<file path="src/sv/polygon_line_crossing_segment_assert.svh">
// assertion macros used by the polygon line crossing segment controller
`ifndef POLYGON_LINE_CROSSING_SEGMENT_ASSERT_SVH
`define POLYGON_LINE_CROSSING_SEGMENT_ASSERT_SVH

// same-cycle implication, disabled during reset
`define PLCS_ASSERT_IMP(lbl, clk, rst_n, ante, cons) \
  lbl: assert property (@(posedge clk) disable iff (!rst_n) (ante) |-> (cons)) \
    else $error("plcs assertion failed");

// next-cycle implication, disabled during reset
`define PLCS_ASSERT_NXT(lbl, clk, rst_n, ante, cons) \
  lbl: assert property (@(posedge clk) disable iff (!rst_n) (ante) |=> (cons)) \
    else $error("plcs assertion failed");

`endif

</file>
<file path="src/sv/plcs_pkg.sv">
// shared constants, command codes and status type of the crossing segment block
package plcs_pkg;

  localparam int COORD_BITS = 32;
  localparam int FRAC_BITS  = 16;
  localparam int KIND_W     = 2;
  localparam int CFG_IDX_W  = 2;

  localparam logic [KIND_W-1:0] KIND_INVALID = 2'd0;
  localparam logic [KIND_W-1:0] KIND_POINT   = 2'd1;
  localparam logic [KIND_W-1:0] KIND_SEGMENT = 2'd2;

  localparam logic [CFG_IDX_W-1:0] CFG_LINE_START_X = 2'd0;
  localparam logic [CFG_IDX_W-1:0] CFG_LINE_START_Y = 2'd1;
  localparam logic [CFG_IDX_W-1:0] CFG_LINE_END_X   = 2'd2;
  localparam logic [CFG_IDX_W-1:0] CFG_LINE_END_Y   = 2'd3;

  typedef enum logic [3:0] {
    CMD_NONE,
    CMD_LOAD,
    CMD_MUL_A,
    CMD_MUL_B,
    CMD_CLASS,
    CMD_EDGE_PRIOR,
    CMD_EDGE_CLOSE,
    CMD_AXIS_X,
    CMD_AXIS_Y,
    CMD_STORE,
    CMD_ADVANCE,
    CMD_EMIT
  } cmd_t;

  typedef struct packed {
    logic started;
    logic below_changed;
    logic close_needed;
    logic last;
    logic eng_done;
  } dp_status_t;

endpackage

</file>
<file path="src/sv/plcs_ctrl.sv">
// controller: sequences the datapath per vertex and owns the handshakes
`include "polygon_line_crossing_segment_assert.svh"

module plcs_ctrl (
  input  logic                 clk,
  input  logic                 rst_n,
  input  logic                 in_valid,
  output logic                 in_ready,
  output logic                 out_valid,
  input  logic                 out_ready,
  input  plcs_pkg::dp_status_t st,
  output plcs_pkg::cmd_t       cmd
);

  typedef enum logic [3:0] {
    S_IDLE, S_MULA, S_MULB, S_CLASS, S_DECIDE, S_EP, S_EC,
    S_GOX, S_WAITX, S_GOY, S_WAITY, S_STORE, S_FIN
  } state_t;

  state_t state_r;
  logic   closing_r;
  logic   out_valid_r;
  logic   out_free;

  assign out_free  = !out_valid_r || out_ready;
  assign in_ready  = (state_r == S_IDLE);
  assign out_valid = out_valid_r;

  always_comb begin
    case (state_r)
      S_IDLE:  cmd = in_valid ? plcs_pkg::CMD_LOAD : plcs_pkg::CMD_NONE;
      S_MULA:  cmd = plcs_pkg::CMD_MUL_A;
      S_MULB:  cmd = plcs_pkg::CMD_MUL_B;
      S_CLASS: cmd = plcs_pkg::CMD_CLASS;
      S_EP:    cmd = plcs_pkg::CMD_EDGE_PRIOR;
      S_EC:    cmd = plcs_pkg::CMD_EDGE_CLOSE;
      S_GOX:   cmd = plcs_pkg::CMD_AXIS_X;
      S_GOY:   cmd = plcs_pkg::CMD_AXIS_Y;
      S_STORE: cmd = plcs_pkg::CMD_STORE;
      S_FIN: begin
        if (!st.last)     cmd = plcs_pkg::CMD_ADVANCE;
        else if (out_free) cmd = plcs_pkg::CMD_EMIT;
        else              cmd = plcs_pkg::CMD_NONE;
      end
      default: cmd = plcs_pkg::CMD_NONE;
    endcase
  end

  always_ff @(posedge clk) begin
    if (!rst_n) begin
      state_r     <= S_IDLE;
      closing_r   <= 1'b0;
      out_valid_r <= 1'b0;
    end else begin
      if (cmd == plcs_pkg::CMD_EMIT) out_valid_r <= 1'b1;
      else if (out_ready)            out_valid_r <= 1'b0;
      case (state_r)
        S_IDLE:   if (in_valid) state_r <= S_MULA;
        S_MULA:   state_r <= S_MULB;
        S_MULB:   state_r <= S_CLASS;
        S_CLASS:  state_r <= S_DECIDE;
        S_DECIDE: begin
          if (st.below_changed) begin
            state_r   <= S_EP;
            closing_r <= 1'b0;
          end else if (st.close_needed) begin
            state_r   <= S_EC;
            closing_r <= 1'b1;
          end else begin
            state_r <= S_FIN;
          end
        end
        S_EP:     state_r <= S_GOX;
        S_EC:     state_r <= S_GOX;
        S_GOX:    state_r <= S_WAITX;
        S_WAITX:  if (st.eng_done) state_r <= S_GOY;
        S_GOY:    state_r <= S_WAITY;
        S_WAITY:  if (st.eng_done) state_r <= closing_r ? S_FIN : S_STORE;
        S_STORE: begin
          if (st.close_needed) begin
            state_r   <= S_EC;
            closing_r <= 1'b1;
          end else begin
            state_r <= S_FIN;
          end
        end
        S_FIN:    if (!st.last || out_free) state_r <= S_IDLE;
        default:  state_r <= S_IDLE;
      endcase
    end
  end

  `PLCS_ASSERT_IMP(a_done_only_waiting, clk, rst_n, st.eng_done, (state_r == S_WAITX) || (state_r == S_WAITY))
  `PLCS_ASSERT_NXT(a_emit_raises_valid, clk, rst_n, cmd == plcs_pkg::CMD_EMIT, out_valid_r)
  `PLCS_ASSERT_IMP(a_valid_from_emit, clk, rst_n, $rose(out_valid_r), $past(cmd == plcs_pkg::CMD_EMIT))

endmodule

</file>
<file path="config.mk">
export PLATFORM = sky130hd
export DESIGN_NAME = plcs_ctrl
export DESIGN_NICKNAME = d
export VERILOG_FILES = /design/src/sv/plcs_pkg.sv /design/src/sv/plcs_ctrl.sv
export VERILOG_INCLUDE_DIRS = /design/src /design/src/sv
export SDC_FILE = /design/constraint.sdc
export NUM_CORES = 1
export LEC_CHECK = 0
export ABC_AREA = 1
export ABC_CLOCK_PERIOD_IN_PS = 1300
export BUFFER_PORTS_ARGS = -buffer_cell sky130_fd_sc_hd__buf_2
export CAP_MARGIN = 20
export CORE_AREA = 2 2 39 41
export DETAILED_ROUTE_END_ITERATION = 6
export DIE_AREA = 0 0 41 43
export SYNTH_ARGS = -nofsm -noshare
export SYNTH_HDL_FRONTEND = slang
export SYNTH_SLANG_ARGS = --single-unit
</file>
<file path="constraint.sdc">
create_clock -name clk -period 1.3 [get_ports clk]
set_input_delay 0.065 -clock clk [delete_from_list [all_inputs] [get_ports clk]]
set_output_delay 0.065 -clock clk [all_outputs]
set_load 0.01 [all_outputs]
</file>
== Word-level counts from Yosys, hierarchy flattened ==
Cells that the tools add are included.

* Register bits: 6
* Bits of input ports: 9
* Output and inout port bits: 6
* Logic and storage cells: 46

* Equal/unequal tests: 17
* Mux-type cells: 17
* Reduce and logical (&&, ||, !) cells: 9

{| class="wikitable"
|+ Operators by type and width
! operator !! number
|-
| 4-bit case mux with 12 select lines || 1
|-
| 4-bit case mux with 10 select lines || 1
|-
| 4-bit two-way mux || 8
|-
| 4-bit == test, second input constant || 6
|-
| 4-bit by 3-bit == test with 1-bit output, second input constant || 4
|-
| 4-bit by 2-bit == test with 1-bit output, second input constant || 2
|-
| 2-bit inequality test, second input constant || 4
|-
| 1-bit two-way mux || 5
|-
| 4-bit by 1-bit == test with 1-bit output, second input constant || 1
|-
| 4-bit zero test || 1
|-
| 4-bit AND reduction || 1
|-
| 2-bit nonzero test || 2
|-
| 3-bit two-way mux || 1
|-
| 1-bit zero test || 2
|-
| 1-bit logical OR || 2
|-
| 1-bit case mux with 2 select lines || 1
|-
| 2-bit OR reduction || 1
|}

== Logic depth before layout (Yosys ltp) ==
* Depth in word-level cells: 7
* Mapped depth: 9
* Depth with buffers taken out: 9

== Worst setup path before layout ==
Ideal clock, no wire load.

* Path type: register -> register
* Start point: register state_r[0]
* End point: register state_r[1]
* Library setup time: 0.117 ns
* Arrival time: 0.995 ns
* Data required time: 1.183 ns
* Path slack: 0.187 ns
* Cell stages (with the launch flop): 10
* Path buffers: 0
* Clock period less this slack: 1.113 ns
* Cell sequence: dfxtp_1 inv_2 nand2_1 nand2_1 nand2_1 nand2_1 nor2_1 nand2_1 nand2_1 a21oi_2

* Cells in the longest elaborated chain, start to end: 3
* Elaborated cells between the ends (all ways): 20
* Classes of those cells: eq/ne (16); mux (1); reduce/logical (3)

{| class="wikitable"
|+ RTL lines
! item !! RTL line !! RTL
|-
| start, declared || plcs_ctrl.sv:20 || <nowiki>state_t state_r;</nowiki>
|-
| start signal, assigned || plcs_ctrl.sv:78 || <nowiki>S_WAITY: if (st.eng_done) state_r <= closing_r ? S_FIN : S_STORE;</nowiki>
|-
| 4-bit by 3-bit == test with 1-bit output (tied with other cells) || plcs_ctrl.sv:57 || <nowiki>case (state_r)</nowiki>
|-
| 2-bit OR reduction (no source line) / 2-bit inequality test (equally long branches) || n/a ||
|-
| 4-bit case mux with 12 select lines / 4-bit AND reduction (equally long branches) || n/a ||
|}

Several ways; a longest one is shown, not always the timed one.
A chain may end at the register's enable or synchronous reset.

== Final worst setup path ==
* Start point: register state_r[3]
* End point: output port cmd[0]

* Cells in the longest elaborated chain, start to end: 2
* Elaborated cells between the ends (all ways): 11
* Classes of those cells: eq/ne (9); mux (1); reduce/logical (1)

{| class="wikitable"
|+ RTL lines
! item !! RTL line !! RTL
|-
| 4-bit == test (tied with other cells) || plcs_ctrl.sv:30 || <nowiki>case (state_r)</nowiki>
|-
| 4-bit case mux with 10 select lines * || plcs_ctrl.sv:30 ||
|-
| end, declared || plcs_ctrl.sv:12 || <nowiki>output plcs_pkg::cmd_t cmd</nowiki>
|}

Mark *: on every way between the ends. The rest lies on a longest branch, timed or not.

==> reports/results.txt <==
Port Buffers = 13
Final std cells w/o fill = 127
Total die area = 1760 µm²
Clock Skew = 0.00214 ns
Switching share of total power = 0.343
GR Overflow Total = 0
Post-synthesis cell type count = 18
DP Wirelength = 985 µm
Hold EP = closing_r
Die H = 43 µm
Num ports = 15
Clock slew at reported path FFs = 0.04 ns
Util after Layout = 0.519
Number of global-route vias before repair = 549
Crit path required time = 1.24 ns
Clock Power Share = 0.280
DRC = 0
Post-Syn Nets = 100
Top cells by area, synth = nand2_1 (25%), dfxtp_1 (24%), nor2_1 (8.2%), nand3_1 (7.9%), inv_1 (5.2%)
Net switching power = 195 µW
CTS H-Tree Depth = 1
Worst path arrival time = 1.28 ns
Met2 wire length = 719 µm
R2r worst-path depth = 8
YS warnings = 0
Initial antenna violation count = 0
Starting Density = 0.364
Vias = 608
GRT Overall Usage = 0.178
# rows = 14
Max Clk Rate = 745 MHz
Largest net degree at the start of global routing = 8
Power Internal = 374 µW
DR top layer = met3
Post-Place Cells = 120
Final ANT Viol Nets = 0
Layout cells sized above 1 = 0.450
Routed WL per cell = 10.6 µm
Area of the mapped netlist = 504 µm²
N_diodes = 0
Most common cell on crit path = inv_2
Vias per std cell = 4.79
Max-capacitance violation count = 0
Cts hold-fix bufs = 0
Max Buffers Root-to-Sink = 2
Placed Area = 589 µm²
Nets@finish = 122
Final setup viols = 2
Mapped Avg Cell Area = 5.54 µm²
Pins Over Slew Limit = 0
Slew HR = 0.841
Fin area = 718 µm²
Setup WS post-layout = -0.0419 ns
Worst reg2reg path endpoint = state_r[0]
Met1 wire length = 605 µm
RSZ-0062 raised after global routing = yes
Hold_ws = 0.0713 ns
Hold/Removal Path Class = in -> reg
Cell breakdown of the critical path = inv_2 > nand2_2 > inv_2 > a221oi_2 > nand3_1 > buf_2
Cells after Synth = 91
Die Width = 41 µm
Clk root buf = clkbuf_4
TritonRoute pass-1 iters = 4
Setup TNS = -0.0617 ns
Violated checks = negative setup slack
Worst setup SP type = register
Worst IR drop on VDD = 0.426 mV
First-pass GRT wire length = 2.16 mm
Hold Violations, Final = 0
Initial drt markers = 15
Routability cong. = 0.878
Final worst-path cycle share = 1.03
Area growth, synth to finish = 42.4%
Status = finished, violations left
Post-synthesis sequential area ratio = 0.238
Hold Path Depth = 3
Max incr delay on CP = 0.38 ns
Combinational share of power = 0.348
Minimum clock period = 1.34 ns
Worst Hold Launch = rst_n
Num CTS Buffers = 3
CTS tree = done
Area leader, netlist = nand2_1
Sequential share of power = 0.371
R2R setup slack = 0.05 ns
Final WL = 1.35 mm
Yosys reg bits = 6
Commonest cells after routing, fill and taps aside = nand2_1 (26), buf_2 (13), nor2_1 (9)
PD cells = 792 nW/µm²
Slowest CP cell = dfxtp_4
Commonest non-fill, non-tap cell in the layout = nand2_1
Maximum fanout along the worst path = 7
Worst Tran Pin Value = 0.239 ns
RR Startpoint = state_r[3]
Leak = 0.000364 µW
Synth top area share = 0.253
Clk Latency, worst-skew pair = 0.24 ns
TritonCTS Sinks = 6
WS Path Type = reg -> out
Fillcell total = 146
Wire length on met3 = 27 µm
Core outline area = 1380 µm²
Nature of the critical path endpoint = output port
## logic make-up (layout without fill, tap and decap cells)
kind of cell           after synthesis  count (layout)  synth area share
DFF                                  6               6             0.238
AOI/OAI and AO/OA                   10              10             0.119
and+or+nand+nor                     63              63             0.553
buffers and inverters               12              32            0.0893
## how the worst max path moves through the flow
stage / startpoint / endpoint / slack, ns / cells past startpoint
after global routing: state_r[3] / cmd[0] / -0.11 / 6
after CTS: state_r[3] / cmd[0] / -0.04 / 6
after detailed placement: state_r[3] / cmd[0] / -0.007 / 6
after global placement: state_r[3] / cmd[0] / 0.02 / 6
after floorplan: state_r[0] / state_r[1] / 0.19 / 9
final: state_r[3] / cmd[0] / -0.04 / 6
## flip-flops by register name (all words and copies together) (netlist names)
register   cells
state_r        4
closing_r      1
out_valid      1
## repair_timing
item | CTS | global route
buffers inserted | 3 | 1
gates resized for setup | 13 | 15
pin swaps | 2 | 7
endpoints found under the setup margin | 4 | 9
## area by class of cell
type / instances / area (µm²) / share of cell area
clock buffers: 3 / 22.5 / 0.0314
inverters: 12 / 50.0 / 0.0697
multi-input cells: 73 / 395 / 0.551
flip-flops and latches: 6 / 135 / 0.188
well taps: 16 / 20.0 / 0.0279
repair buffers: 17 / 95.1 / 0.132
## per-layer routing
metal  vias up  track usage
met1       270        0.228
li1        334            -
met4         0       0.0800
met3         0       0.0314
met2         4        0.278
met5         -            0
## worst max-delay path: cells and delay by family, from the launching register on
family | cells | cell delay [ns]
and+or+nand+nor | 2 | 0.16
AOI/OAI and AO/OA | 1 | 0.25
DFF | 1 | 0.38
buffers and inverters | 3 | 0.24
## power by group through the flow
stage | Combinational (µW) | Sequential (µW) | Clock, µW
finish | 198 | 211 | 159
global route | 222 | 213 | 184
CTS | 176 | 208 | 171
detailed placement | 167 | 211 | 0
global placement | 168 | 211 | 0
floorplan | 118 | 207 | 0
## synth_stat cells
cell type  instances
nand2_1           34
nor2_1            11
nand3_1            8
inv_1              7
dfxtp_1            6
a21oi_1            5
inv_2              5
nor2_2             3
nor3_1             2
o21ai_0            2
a21oi_2            1
a221oi_1           1
nand2_2            1
nand2_4            1
nand3_2            1
nand3b_1           1
nand4_1            1
o211ai_1           1
## metrics by stage
step,total power [µW],setup slack [ns]
finish,569,-0.0419
global route,618,-0.112
CTS,555,-0.0436
detailed placement,378,-0.00701
global placement,379,0.0180
floorplan,326,0.187
(Power assumes the default switching activity.)
